### src/hw/rtl/clwr_pkg.sv
`default_nettype none
// ----------------------------------------------------------------------------
// clwr_pkg
// Shared types and constants for the cache lookup with replacement block.
// ----------------------------------------------------------------------------
package clwr_pkg;

    localparam int RANK_W  = 32;
    localparam int TOTAL_W = 32;

    localparam logic [RANK_W-1:0]  RANK_MAX  = '1;
    localparam logic [TOTAL_W-1:0] TOTAL_MAX = '1;

    // mapping_mode codes
    localparam logic [1:0] MAP_DIRECT = 2'd0;
    localparam logic [1:0] MAP_SET2   = 2'd1;
    localparam logic [1:0] MAP_FULL   = 2'd2;

    // replacement_policy codes
    localparam logic [1:0] POL_FIFO = 2'd0;
    localparam logic [1:0] POL_LRU  = 2'd1;
    localparam logic [1:0] POL_LFU  = 2'd2;

    // configuration register indexes
    localparam logic CFG_MAPPING = 1'b0;
    localparam logic CFG_POLICY  = 1'b1;

    typedef enum logic [2:0] {
        ST_IDLE   = 3'b001,
        ST_WALK   = 3'b010,
        ST_UPDATE = 3'b100
    } state_t;

endpackage

`default_nettype wire

### src/hw/rtl/clwr_ram.sv
`default_nettype none
// ----------------------------------------------------------------------------
// clwr_ram
// Generic simple dual-port RAM: one write port, one read port, registered read.
// ----------------------------------------------------------------------------
module clwr_ram #(
    parameter int WIDTH = 16,
    parameter int DEPTH = 16
) (
    input  wire                      aclk,
    input  wire                      wr_en,
    input  wire  [$clog2(DEPTH)-1:0] wr_addr,
    input  wire  [WIDTH-1:0]         wr_data,
    input  wire  [$clog2(DEPTH)-1:0] rd_addr,
    output logic [WIDTH-1:0]         rd_data
);

    logic [WIDTH-1:0] mem [DEPTH];

    always_ff @(posedge aclk) begin
        if (wr_en) begin
            mem[wr_addr] <= wr_data;
        end
        rd_data <= mem[rd_addr];
    end

endmodule

`default_nettype wire

### src/hw/rtl/cache_lookup_with_replacement.sv
`default_nettype none
// Walk: N = slots walked, one slot per cycle through the single read port of the
//   tag and rank memories (1 direct, 2 set, ENTRIES fully associative; the walk
//   stops at the slot that hits). A new item is accepted only when idle, after the
//   previous result is registered; a waiting result holds the update.
// Reset: valid bits, totals, stamp and configuration clear at once; no clearing
//   pass, tag and rank memory contents are only used for valid slots.
// ----------------------------------------------------------------------------
// cache_lookup_with_replacement
// Cache directory with direct, two-way or fully associative mapping and
// FIFO / LRU / LFU victim choice, with saturating hit and miss statistics.
// ----------------------------------------------------------------------------
module cache_lookup_with_replacement
    import clwr_pkg::*;
#(
    parameter int ENTRIES   = 16,
    parameter int ADDR_BITS = 16
) (
    input  wire          aclk,
    input  wire          aresetn,

    input  wire          cfg_we,
    input  wire          cfg_index,
    input  wire  [1:0]   cfg_wdata,

    input  wire          s_valid,
    output logic         s_ready,
    input  wire  [15:0]  s_req_address,

    output logic         m_valid,
    input  wire          m_ready,
    output logic         m_hit,
    output logic [3:0]   m_slot,
    output logic         m_evicted_valid,
    output logic [15:0]  m_evicted_address,
    output logic [4:0]   m_lookup_probes,
    output logic [4:0]   m_fill_probes,
    output logic [31:0]  m_hits_total,
    output logic [31:0]  m_misses_total,
    output logic [31:0]  m_hit_time_total,
    output logic [31:0]  m_miss_penalty_total
);

    localparam int SLOT_W = $clog2(ENTRIES);
    localparam int CNT_W  = $clog2(ENTRIES + 1);
    localparam int LG     = $clog2(ENTRIES + 1) - 1;   // floor(log2(ENTRIES))
    localparam int TAG_W  = (ADDR_BITS < 16) ? ADDR_BITS : 16;
    localparam logic [15:0] ADDR_MASK = 16'((17'd1 << TAG_W) - 17'd1);
    localparam logic [SLOT_W-1:0] LAST_SLOT = SLOT_W'(ENTRIES - 1);

    // configuration
    logic [1:0] mode_reg, policy_reg;
    logic [1:0] policy_eff;

    // control
    state_t                 state_reg, state_next;
    logic [ENTRIES-1:0]     valid_reg, valid_next;
    logic [TAG_W-1:0]       addr_reg, addr_next;
    logic [SLOT_W-1:0]      idx_reg, idx_next;
    logic [SLOT_W-1:0]      last_reg, last_next;
    logic                   first_step_reg, first_step_next;
    logic [CNT_W-1:0]       lprobe_reg, lprobe_next;
    logic [CNT_W-1:0]       fprobe_reg, fprobe_next;
    logic                   hit_found_reg, hit_found_next;
    logic [SLOT_W-1:0]      hit_slot_reg, hit_slot_next;
    logic [RANK_W-1:0]      hit_rank_reg, hit_rank_next;
    logic                   empty_found_reg, empty_found_next;
    logic [SLOT_W-1:0]      empty_slot_reg, empty_slot_next;
    logic [SLOT_W-1:0]      best_slot_reg, best_slot_next;
    logic [RANK_W-1:0]      best_rank_reg, best_rank_next;
    logic [TAG_W-1:0]       best_tag_reg, best_tag_next;
    logic [RANK_W-1:0]      stamp_reg, stamp_next;
    logic [TOTAL_W-1:0]     hits_reg, hits_next;
    logic [TOTAL_W-1:0]     misses_reg, misses_next;
    logic [TOTAL_W-1:0]     probes_reg, probes_next;
    logic [TOTAL_W-1:0]     penalty_reg, penalty_next;

    // result register
    logic                   m_valid_reg, m_valid_next;
    logic                   m_hit_reg, m_hit_next;
    logic [3:0]             m_slot_reg, m_slot_next;
    logic                   m_ev_valid_reg, m_ev_valid_next;
    logic [15:0]            m_ev_addr_reg, m_ev_addr_next;
    logic [4:0]             m_lprobe_reg, m_lprobe_next;
    logic [4:0]             m_fprobe_reg, m_fprobe_next;

    // memory ports
    logic [SLOT_W-1:0]      rd_addr;
    logic [TAG_W-1:0]       tag_rd;
    logic [RANK_W-1:0]      rank_rd;
    logic                   tag_we, rank_we;
    logic [SLOT_W-1:0]      wr_addr;
    logic [RANK_W-1:0]      rank_wdata;

    // range of the incoming item
    logic [15:0]            addr_m;
    logic [SLOT_W-1:0]      first_calc, last_calc;

    logic                   slot_valid, hit_now, out_free;
    logic [SLOT_W-1:0]      fill_slot;
    logic [RANK_W-1:0]      stamp_inc;
    logic [RANK_W-1:0]      fill_rank;

    function automatic logic [TOTAL_W-1:0] sat_add(input logic [TOTAL_W-1:0] a,
                                                   input logic [TOTAL_W-1:0] b);
        logic [TOTAL_W:0] s;
        s = {1'b0, a} + {1'b0, b};
        return s[TOTAL_W] ? TOTAL_MAX : s[TOTAL_W-1:0];
    endfunction

    assign policy_eff = (policy_reg == POL_LRU || policy_reg == POL_LFU) ? policy_reg
                                                                         : POL_FIFO;

    assign addr_m = s_req_address & ADDR_MASK;

    always_comb begin
        case (mode_reg)
            MAP_DIRECT: begin
                first_calc = SLOT_W'(addr_m[LG-1:0]);
                last_calc  = first_calc;
            end
            MAP_SET2: begin
                first_calc = SLOT_W'({addr_m[LG-2:0], 1'b0});
                last_calc  = first_calc | SLOT_W'(1);
            end
            default: begin
                first_calc = '0;
                last_calc  = LAST_SLOT;
            end
        endcase
    end

    assign slot_valid = valid_reg[idx_reg];
    assign hit_now    = slot_valid && (tag_rd == addr_reg);
    assign out_free   = !m_valid_reg || m_ready;
    assign fill_slot  = empty_found_reg ? empty_slot_reg : best_slot_reg;
    assign stamp_inc  = stamp_reg + RANK_W'(1);
    assign fill_rank  = (policy_eff == POL_FIFO) ? stamp_inc : stamp_inc + RANK_W'(1);

    always_comb begin
        rd_addr = idx_reg;
        case (state_reg)
            ST_IDLE: rd_addr = first_calc;
            ST_WALK: rd_addr = (idx_reg == last_reg) ? idx_reg : idx_reg + SLOT_W'(1);
            default: rd_addr = idx_reg;
        endcase
    end

    always_comb begin
        state_next       = state_reg;
        valid_next       = valid_reg;
        addr_next        = addr_reg;
        idx_next         = idx_reg;
        last_next        = last_reg;
        first_step_next  = first_step_reg;
        lprobe_next      = lprobe_reg;
        fprobe_next      = fprobe_reg;
        hit_found_next   = hit_found_reg;
        hit_slot_next    = hit_slot_reg;
        hit_rank_next    = hit_rank_reg;
        empty_found_next = empty_found_reg;
        empty_slot_next  = empty_slot_reg;
        best_slot_next   = best_slot_reg;
        best_rank_next   = best_rank_reg;
        best_tag_next    = best_tag_reg;
        stamp_next       = stamp_reg;
        hits_next        = hits_reg;
        misses_next      = misses_reg;
        probes_next      = probes_reg;
        penalty_next     = penalty_reg;
        m_valid_next     = m_valid_reg && !m_ready;
        m_hit_next       = m_hit_reg;
        m_slot_next      = m_slot_reg;
        m_ev_valid_next  = m_ev_valid_reg;
        m_ev_addr_next   = m_ev_addr_reg;
        m_lprobe_next    = m_lprobe_reg;
        m_fprobe_next    = m_fprobe_reg;
        tag_we           = 1'b0;
        rank_we          = 1'b0;
        wr_addr          = fill_slot;
        rank_wdata       = fill_rank;
        s_ready          = 1'b0;

        case (state_reg)
            ST_IDLE: begin
                s_ready = 1'b1;
                if (s_valid) begin
                    addr_next        = addr_m[TAG_W-1:0];
                    idx_next         = first_calc;
                    last_next        = last_calc;
                    first_step_next  = 1'b1;
                    lprobe_next      = '0;
                    fprobe_next      = '0;
                    hit_found_next   = 1'b0;
                    empty_found_next = 1'b0;
                    state_next       = ST_WALK;
                end
            end

            ST_WALK: begin
                first_step_next = 1'b0;
                lprobe_next     = lprobe_reg + CNT_W'(1);
                if (hit_now) begin
                    hit_found_next = 1'b1;
                    hit_slot_next  = idx_reg;
                    hit_rank_next  = rank_rd;
                    state_next     = ST_UPDATE;
                end else begin
                    if (!empty_found_reg) begin
                        fprobe_next = fprobe_reg + CNT_W'(1);
                        if (!slot_valid) begin
                            empty_found_next = 1'b1;
                            empty_slot_next  = idx_reg;
                        end
                    end
                    // keep the first lowest rank on a tie
                    if (first_step_reg || rank_rd < best_rank_reg) begin
                        best_slot_next = idx_reg;
                        best_rank_next = rank_rd;
                        best_tag_next  = tag_rd;
                    end
                    if (idx_reg == last_reg) begin
                        state_next = ST_UPDATE;
                    end else begin
                        idx_next = idx_reg + SLOT_W'(1);
                    end
                end
            end

            ST_UPDATE: begin
                if (out_free) begin
                    probes_next     = sat_add(probes_reg, TOTAL_W'(lprobe_reg));
                    m_valid_next    = 1'b1;
                    m_hit_next      = hit_found_reg;
                    m_lprobe_next   = 5'(lprobe_reg);
                    state_next      = ST_IDLE;
                    if (hit_found_reg) begin
                        hits_next       = sat_add(hits_reg, TOTAL_W'(1));
                        m_slot_next     = 4'(hit_slot_reg);
                        m_ev_valid_next = 1'b0;
                        m_ev_addr_next  = '0;
                        m_fprobe_next   = '0;
                        wr_addr         = hit_slot_reg;
                        if (policy_eff == POL_LRU) begin
                            rank_we    = 1'b1;
                            rank_wdata = fill_rank;
                            stamp_next = stamp_inc;
                        end else if (policy_eff == POL_LFU) begin
                            rank_we    = 1'b1;
                            rank_wdata = (hit_rank_reg == RANK_MAX) ? RANK_MAX
                                                                    : hit_rank_reg + RANK_W'(1);
                        end
                    end else begin
                        misses_next          = sat_add(misses_reg, TOTAL_W'(1));
                        penalty_next         = sat_add(penalty_reg, TOTAL_W'(fprobe_reg));
                        m_slot_next          = 4'(fill_slot);
                        m_ev_valid_next      = !empty_found_reg;
                        m_ev_addr_next       = empty_found_reg ? 16'd0 : 16'(best_tag_reg);
                        m_fprobe_next        = 5'(fprobe_reg);
                        tag_we               = 1'b1;
                        rank_we              = 1'b1;
                        rank_wdata           = fill_rank;
                        stamp_next           = stamp_inc;
                        valid_next[fill_slot] = 1'b1;
                    end
                end
            end

            default: state_next = ST_IDLE;
        endcase
    end

    always_ff @(posedge aclk) begin
        if (!aresetn) begin
            state_reg   <= ST_IDLE;
            valid_reg   <= '0;
            mode_reg    <= MAP_DIRECT;
            policy_reg  <= POL_FIFO;
            stamp_reg   <= '0;
            hits_reg    <= '0;
            misses_reg  <= '0;
            probes_reg  <= '0;
            penalty_reg <= '0;
            m_valid_reg <= 1'b0;
        end else begin
            state_reg   <= state_next;
            valid_reg   <= valid_next;
            stamp_reg   <= stamp_next;
            hits_reg    <= hits_next;
            misses_reg  <= misses_next;
            probes_reg  <= probes_next;
            penalty_reg <= penalty_next;
            m_valid_reg <= m_valid_next;
            if (cfg_we) begin
                case (cfg_index)
                    CFG_MAPPING: mode_reg   <= cfg_wdata;
                    CFG_POLICY:  policy_reg <= cfg_wdata;
                    default: ;
                endcase
            end
        end
    end

    always_ff @(posedge aclk) begin
        addr_reg        <= addr_next;
        idx_reg         <= idx_next;
        last_reg        <= last_next;
        first_step_reg  <= first_step_next;
        lprobe_reg      <= lprobe_next;
        fprobe_reg      <= fprobe_next;
        hit_found_reg   <= hit_found_next;
        hit_slot_reg    <= hit_slot_next;
        hit_rank_reg    <= hit_rank_next;
        empty_found_reg <= empty_found_next;
        empty_slot_reg  <= empty_slot_next;
        best_slot_reg   <= best_slot_next;
        best_rank_reg   <= best_rank_next;
        best_tag_reg    <= best_tag_next;
        m_hit_reg       <= m_hit_next;
        m_slot_reg      <= m_slot_next;
        m_ev_valid_reg  <= m_ev_valid_next;
        m_ev_addr_reg   <= m_ev_addr_next;
        m_lprobe_reg    <= m_lprobe_next;
        m_fprobe_reg    <= m_fprobe_next;
    end

    clwr_ram #(
        .WIDTH (TAG_W),
        .DEPTH (ENTRIES)
    ) u_tag_ram (
        .aclk    (aclk),
        .wr_en   (tag_we),
        .wr_addr (wr_addr),
        .wr_data (addr_reg),
        .rd_addr (rd_addr),
        .rd_data (tag_rd)
    );

    clwr_ram #(
        .WIDTH (RANK_W),
        .DEPTH (ENTRIES)
    ) u_rank_ram (
        .aclk    (aclk),
        .wr_en   (rank_we),
        .wr_addr (wr_addr),
        .wr_data (rank_wdata),
        .rd_addr (rd_addr),
        .rd_data (rank_rd)
    );

    assign m_valid              = m_valid_reg;
    assign m_hit                = m_hit_reg;
    assign m_slot               = m_slot_reg;
    assign m_evicted_valid      = m_ev_valid_reg;
    assign m_evicted_address    = m_ev_addr_reg;
    assign m_lookup_probes      = m_lprobe_reg;
    assign m_fill_probes        = m_fprobe_reg;
    assign m_hits_total         = hits_reg;
    assign m_misses_total       = misses_reg;
    assign m_hit_time_total     = probes_reg;
    assign m_miss_penalty_total = penalty_reg;

    a_state_onehot: assert property (@(posedge aclk) disable iff (!aresetn)
        $onehot(state_reg))
        else $error("state register not one-hot");

    a_walk_in_range: assert property (@(posedge aclk) disable iff (!aresetn)
        (state_reg == ST_WALK) |-> (idx_reg <= last_reg))
        else $error("walk index past end of range");

    a_hit_no_fill: assert property (@(posedge aclk) disable iff (!aresetn)
        (m_valid_reg && m_hit_reg) |-> (!m_ev_valid_reg && m_fprobe_reg == 5'd0))
        else $error("hit result reports fill activity");

    a_one_total_moves: assert property (@(posedge aclk) disable iff (!aresetn)
        (state_reg == ST_UPDATE && out_free) |=>
            (hits_reg == $past(hits_reg) || misses_reg == $past(misses_reg)))
        else $error("hit and miss totals both advanced");

    a_totals_hold_while_busy: assert property (@(posedge aclk) disable iff (!aresetn)
        (state_reg != ST_UPDATE) |=> $stable(hits_reg) && $stable(misses_reg))
        else $error("totals changed outside update");

endmodule

`default_nettype wire

### config.mk
export PLATFORM = sky130hd
export DESIGN_NAME = cache_lookup_with_replacement
export DESIGN_NICKNAME = d
export VERILOG_FILES = /design/src/hw/rtl/clwr_pkg.sv /design/src/hw/rtl/clwr_ram.sv /design/src/hw/rtl/cache_lookup_with_replacement.sv
export SDC_FILE = /design/constraint.sdc
export NUM_CORES = 2
export LEC_CHECK = 0
export BUFFER_PORTS_ARGS = -buffer_cell sky130_fd_sc_hd__clkbuf_2
export CORE_UTILIZATION = 42
export CTS_CLUSTER_DIAMETER = 100
export DETAILED_ROUTE_END_ITERATION = 8
export SLEW_MARGIN = 20
export SYNTH_ARGS = -nofsm -noshare
export SYNTH_HDL_FRONTEND = slang
export SYNTH_HIERARCHICAL = 1
export SYNTH_SLANG_ARGS = --single-unit
### constraint.sdc
create_clock -name aclk -period 12 [get_ports aclk]
set_clock_uncertainty 0.15 [all_clocks]
set_input_delay 2.4 -clock aclk [delete_from_list [all_inputs] [get_ports aclk]]
set_output_delay 2.4 -clock aclk [all_outputs]
set_load 0.05 [all_outputs]
Word level (Yosys, flattened, before mapping)
Memories as Yosys holds them, arrays and structs flattened. A register that Yosys moved wholly into a read port is not among the register bits.
Index checks and enable logic that the tools add are counted.
{"block": "word_totals", "memories": 2, "output_inout_bits": 162, "register_bits": 345, "ramBits": 768, "in_bits": 24, "word_cells": 161}
{"block": "op_classes", "n_eq_ne": 18, "addsub": 10, "n_lt_le_gt_ge": 4, "bitwise": 6, "n_mux": 63, "reduce_logical": 28}
{"memory": "u_rank_ram.mem", "words": 16, "word_bits": 32, "read_ports": 1, "rd_ports_with_merged_regs": 1, "write_ports": 1, "line": "clwr_ram.sv:18", "rtl": "logic [WIDTH-1:0] mem [DEPTH];"}
{"memory": "u_tag_ram.mem", "words": 16, "word_bits": 16, "read_ports": 1, "rd_ports_with_merged_regs": 1, "write_ports": 1, "line": "clwr_ram.sv:18"}
{"cell": "$mux W32", "count": 13}
{"cell": "$add A32 B1 Y32 const B", "count": 3}
{"cell": "$add A32 B1 Y33 const B", "count": 2}
{"cell": "$add A32 B5 Y33", "count": 2}
{"cell": "$eq A32 B32 Y1 const B", "count": 1}
{"cell": "$lt A32 B32 Y1", "count": 1}
{"cell": "$pmux W4 S2", "count": 4}
{"cell": "$mux W4", "count": 7}
{"cell": "$mux W1", "count": 23}
{"cell": "$reduce_and A3 Y1", "count": 7}
{"cell": "$pmux W5 S2", "count": 2}
{"cell": "$eq A16 B16 Y1", "count": 1}
{"cell": "$or A16 B16 Y16", "count": 1}
{"cell": "$mux W5", "count": 3}
{"cell": "$mux W3", "count": 4}
{"cell": "$reduce_and A2 Y1", "count": 6}
{"cell": "$add A5 B1 Y5 const B", "count": 2}
{"cell": "$lt A4 B5 Y1 const B", "count": 2}
{"cell": "$ne A2 B2 Y1 const B", "count": 5}
{"cell": "$pmux W3 S3", "count": 1}
{"cell": "$reduce_and A4 Y1", "count": 2}
{"cell": "$eq A2 B1 Y1 const B", "count": 3}
{"cell": "$pmux W1 S2", "count": 3}
{"cell": "$not A1 Y1", "count": 5}
{"cell": "18 further kinds", "count": 26}

Longest topological paths before layout
{"block": "depth", "word_depth": 11, "depth_mapped": 13, "depth_no_buf": 11}

By module
Netlist, hierarchy kept.
{"mod": "clwr_ram (u_rank_ram)", "seq_area_each_um2": 16015.4, "area_per_inst_um2": 19835.3, "instances": 1, "cells_per_inst": 838}
{"mod": "cache_lookup_with_replacement", "seq_area_each_um2": 8518.2, "area_per_inst_um2": 17357.9, "instances": 1, "cells_per_inst": 1745}
{"mod": "clwr_ram (u_tag_ram)", "seq_area_each_um2": 8007.7, "area_per_inst_um2": 10042.1, "instances": 1, "cells_per_inst": 432}

Worst setup path before layout
Ideal clock, no wire load.
{"block": "synth_path", "kind": "in2reg", "from": "in m_ready", "to": "mem u_rank_ram/mem[0][0] (netlist bit), enable pin", "stages": 7, "path_buffers": 0, "setup_ns": 0.461, "path_slack_ns": 5.542, "t_arrival_ns": 5.847, "t_required_ns": 11.389, "cell_sequence": "nand2b_1 -> nand2_1 -> inv_1 -> nand2_1 -> a21oi_1 -> or3b_2 -> nor3_1"}
{"block": "synth_via", "elab_cells_between_ends": 7, "classes_between": "6 x mux; 1 x reduce/logical"}
{"item": "start: declaration", "line": "cache_lookup_with_replacement.sv:31", "rtl": "input wire m_ready,"}
{"item": "$logic_or A1 B1 Y1", "line": "cache_lookup_with_replacement.sv:135", "rtl": "assign out_free = !m_valid_reg || m_ready;"}
{"item": "$mux W4", "line": "cache_lookup_with_replacement.sv:231", "rtl": "if (out_free) begin"}
{"item": "$mux W4", "line": "cache_lookup_with_replacement.sv:184", "rtl": "case (state_reg)"}
{"item": "via wr_addr[2]", "line": "cache_lookup_with_replacement.sv:92", "rtl": "logic [SLOT_W-1:0] wr_addr;"}
{"item": "end: declaration", "line": "clwr_ram.sv:18"}
The timed path passes the listed nets, and every way through them passes these cells.

Worst setup path in the final report
{"block": "layout_path", "from": "in m_ready", "to": "mem u_rank_ram/mem[8][5] (netlist bit), enable pin"}
The elaborated chain is that of the path after synthesis.

==> flow_metrics.env <==
export IMPL_r2r_end="u_rank_ram/rd_data[15]"
export IMPL_yosysSeqAreaShare_pct=68.9
export IMPL_antenna_found_initial=2
export IMPL_clk_pin_slew_ns=0.06
export IMPL_grt_pass1_vias=26300
export IMPL_place_gp_congestion=0.812
export IMPL_startpoint_type="input pin"
export IMPL_yosysWarnings=6
export IMPL_clock_sinks=1161
export IMPL_cts_buffer_depth=3
export IMPL_die_area_mm2=0.114
export IMPL_die_h_um=337
export IMPL_layout_setup_ws_ns=6.56
export IMPL_whs_endpoint="best_tag_reg[0]"
export IMPL_hp_start="u_tag_ram/rd_data[0]"
export IMPL_hold_ws_ns=0.302
export IMPL_via_count=26700
export IMPL_cp_slowest_cell="nor3_2"
export IMPL_path_class="in -> reg"
export IMPL_total_leakage_power_nw=17.4
export IMPL_initial_core_util_pct=42.5
export IMPL_grt_max_degree=152
export IMPL_r2r_start="state_reg[2]"
export IMPL_root_buffer="clkbuf_16"
export IMPL_nNetsFinal=3332
export IMPL_vias_per_cell=5.51
export IMPL_synth_area_leaders="edfxtp_1 (59%), dfxtp_1 (9.8%), mux4_2 (8.8%)"
export IMPL_synthTopCellsByCount="edfxtp_1 (929), dfxtp_1 (232), mux4_2 (184), nor2_1 (178), nand2_1 (169)"
export IMPL_path_cells="clkbuf_2, nand2b_1, nand2_1, inv_2, nand2_1, nor2_1, a21oi_1, nand3b_1, nor3_2, buf_4"
export IMPL_hold_buffers=0
export IMPL_io_buffers=185
export IMPL_synth_most_common_cell="edfxtp_1"
export IMPL_finalCriticalPeriod_ns=5.44
export IMPL_ys_ff_latch=1161
export IMPL_post_cts_buffers=0
export IMPL_cp_max_fo=22
export IMPL_post_synth_cell_area_avg_um2=15.7
export IMPL_synth_cells=3015
export IMPL_reg_top3="u_rank_ram/mem: 512 flops, u_tag_ram/mem: 256 flops"
export IMPL_wl_per_cell_um=22.5
export IMPL_tightest_slew_ns=1.19
export IMPL_drt_pass1_iterations=5
export IMPL_final_hold_violation_count=0
export IMPL_setup_viol=0
export IMPL_fmax_ghz=0.184
export IMPL_cts_tree="yes"
export IMPL_finalSetupTns_ns=0
export IMPL_end_kind="flop"
export IMPL_synth_main_ff_cell="edfxtp_1"
export IMPL_hold_depth=0
export IMPL_status="finished, final reports clean"
export IMPL_r2r_cells=14
export IMPL_wl_mm=109
export IMPL_rows=122
export IMPL_syn_area_mm2=0.0472
export IMPL_largest_reg_flops=512
export IMPL_die_w_um=337
export IMPL_async_flop_share_pct=0
export IMPL_seqCellArea_mm2=0.0325
export IMPL_netlist_area_leader_share_pct=59.1
export IMPL_instances_no_fill=4845
export IMPL_pre_cts_ws_ns=5.85
export IMPL_timing_final_crit_share_pct=45.4
export IMPL_cts_resized=0
export IMPL_coreArea_mm2=0.111
export IMPL_largest_register="u_rank_ram/mem"
export IMPL_rsz0062_at_grt="no"
export IMPL_grt_usage_pct=19.0
export IMPL_synth_area_leader_cell="edfxtp_1"
export IMPL_power_density_mw_per_mm2=168
export IMPL_drtIter0Drc=2148
export IMPL_io_pins=186
export IMPL_area_delta_synth_final_pct=14.6
export IMPL_cp_arrival_ns=5.64
export IMPL_slew_limit_headroom_pct=20.3
export IMPL_post_route_drc_count=0
export IMPL_postLayoutCoreUtil_pct=48.7
export IMPL_drtAntennaViolNets=0
export IMPL_drv_cap=0
export IMPL_synth_edf_count=929
export IMPL_rrSetupSlack_ns=6.76
export IMPL_cpPeakStageDelay_ns=0.94
export IMPL_place_inst=4619
export IMPL_multi_input_area_mm2=0.0140
export IMPL_place_hpwl_mm=68.2
export IMPL_syn_nets=3094
export IMPL_cts_buffers=116
export IMPL_overflow=0
export IMPL_vdd_drop_max_v=0.000108
export IMPL_drv_slew=0
export IMPL_clk_latency_ns=0.72
export IMPL_synth_distinct_cells=77
export IMPL_ctsHtreeMaxLevel=3
export IMPL_crit_required_ns=12.20
export IMPL_grt_pass1_wl_mm=163
export IMPL_crit_top_cell="nand2_1"
export IMPL_drive_gt1_share_pct=21.2
export IMPL_hold_path_class="reg -> reg"
export IMPL_fillerInstances=9464
## metrics by stage
step / cell area [um^2] / power [mW]
finish: 54100 / 9.10
global route: 54100 / 9.41
CTS: 54100 / 9.20
detailed placement: 50200 / 5.49
global placement: 50200 / 5.49
floorplan: 47200 / 5.19
## worst max-delay path by stage
| stage | startpoint | end |
|---|---|---|
| 2_1_floorplan | m_ready | u_rank_ram/mem[0][0] |
| 3_3_place_gp | s_req_address[0] | u_rank_ram/rd_data[15] |
| 3_5_place_dp | m_ready | u_rank_ram/mem[8][28] |
| 4_1_cts | m_ready | u_rank_ram/mem[8][5] |
| 5_1_grt | state_reg[2] | u_rank_ram/rd_data[25] |
| 6_report | m_ready | u_rank_ram/mem[8][5] |
## area by class of cell
cell class / count / area share (%)
multi-input cells: 1643 / 25.9
diodes: 1 / 0.00462
inverters: 70 / 0.490
well taps: 1488 / 3.44
repair buffers: 261 / 2.83
clock inverters: 62 / 1.16
clock buffers: 159 / 6.10
flip-flops and latches: 1161 / 60.1
## cells in the final DEF (no fill, tap or decap), types with 22 or more instances in the layout
master / n
nand2_1: 168
xor2_1: 132
inv_1: 65
and2_1: 26
ha_1: 53
clkbuf_16: 122
a22oi_1: 119
buf_4: 69
clkinv_2: 22
nor3_1: 32
clkbuf_2: 185
nand4_1: 52
nor2_1: 151
clkbuf_1: 26
dfxtp_1: 232
and3_1: 46
edfxtp_1: 929
mux4_2: 184
o21ai_0: 47
nand3_1: 79
xnor2_1: 92
mux2i_1: 22
a21oi_1: 146
## metal layers
layer	vias up	track usage, %	wire, um
met5	-	0	13
li1	12200	-	-
met2	711	30.4	50800
met1	13700	26.6	48800
met4	2	4.80	1910
met3	135	3.93	7250
## where the power goes
part	total [mW]	internal [mW]	switching (mW)	leakage, nW
logic	0.809	0.336	0.473	5.82
clock network	3.70	2.16	1.54	1.93
registers	4.59	4.45	0.136	9.61
total	9.10	6.95	2.15	17.4
## critical path: cells and delay by family
kind / cells / cell delay (ns)
AOI/OAI and AO/OA: 1 / 0.43
and+or+nand+nor: 6 / 2.12
buffers and inverters: 3 / 0.66
## cell families (layout without fill, tap and decap cells)
group                      Yosys count  after routing  share of synthesized area (%)
AOI/OAI and AO/OA                  407            407                           5.54
and+or+nand+nor                    731            731                           7.94
other                                0              1                              0
xor gates and xnor gates           225            225                           4.21
DFF                               1161           1161                           68.9
buffers and inverters              211            552                           1.91
adders and majority gates           55             55                           1.49
muxes                              225            225                           10.0
(Power assumes the default switching activity.)
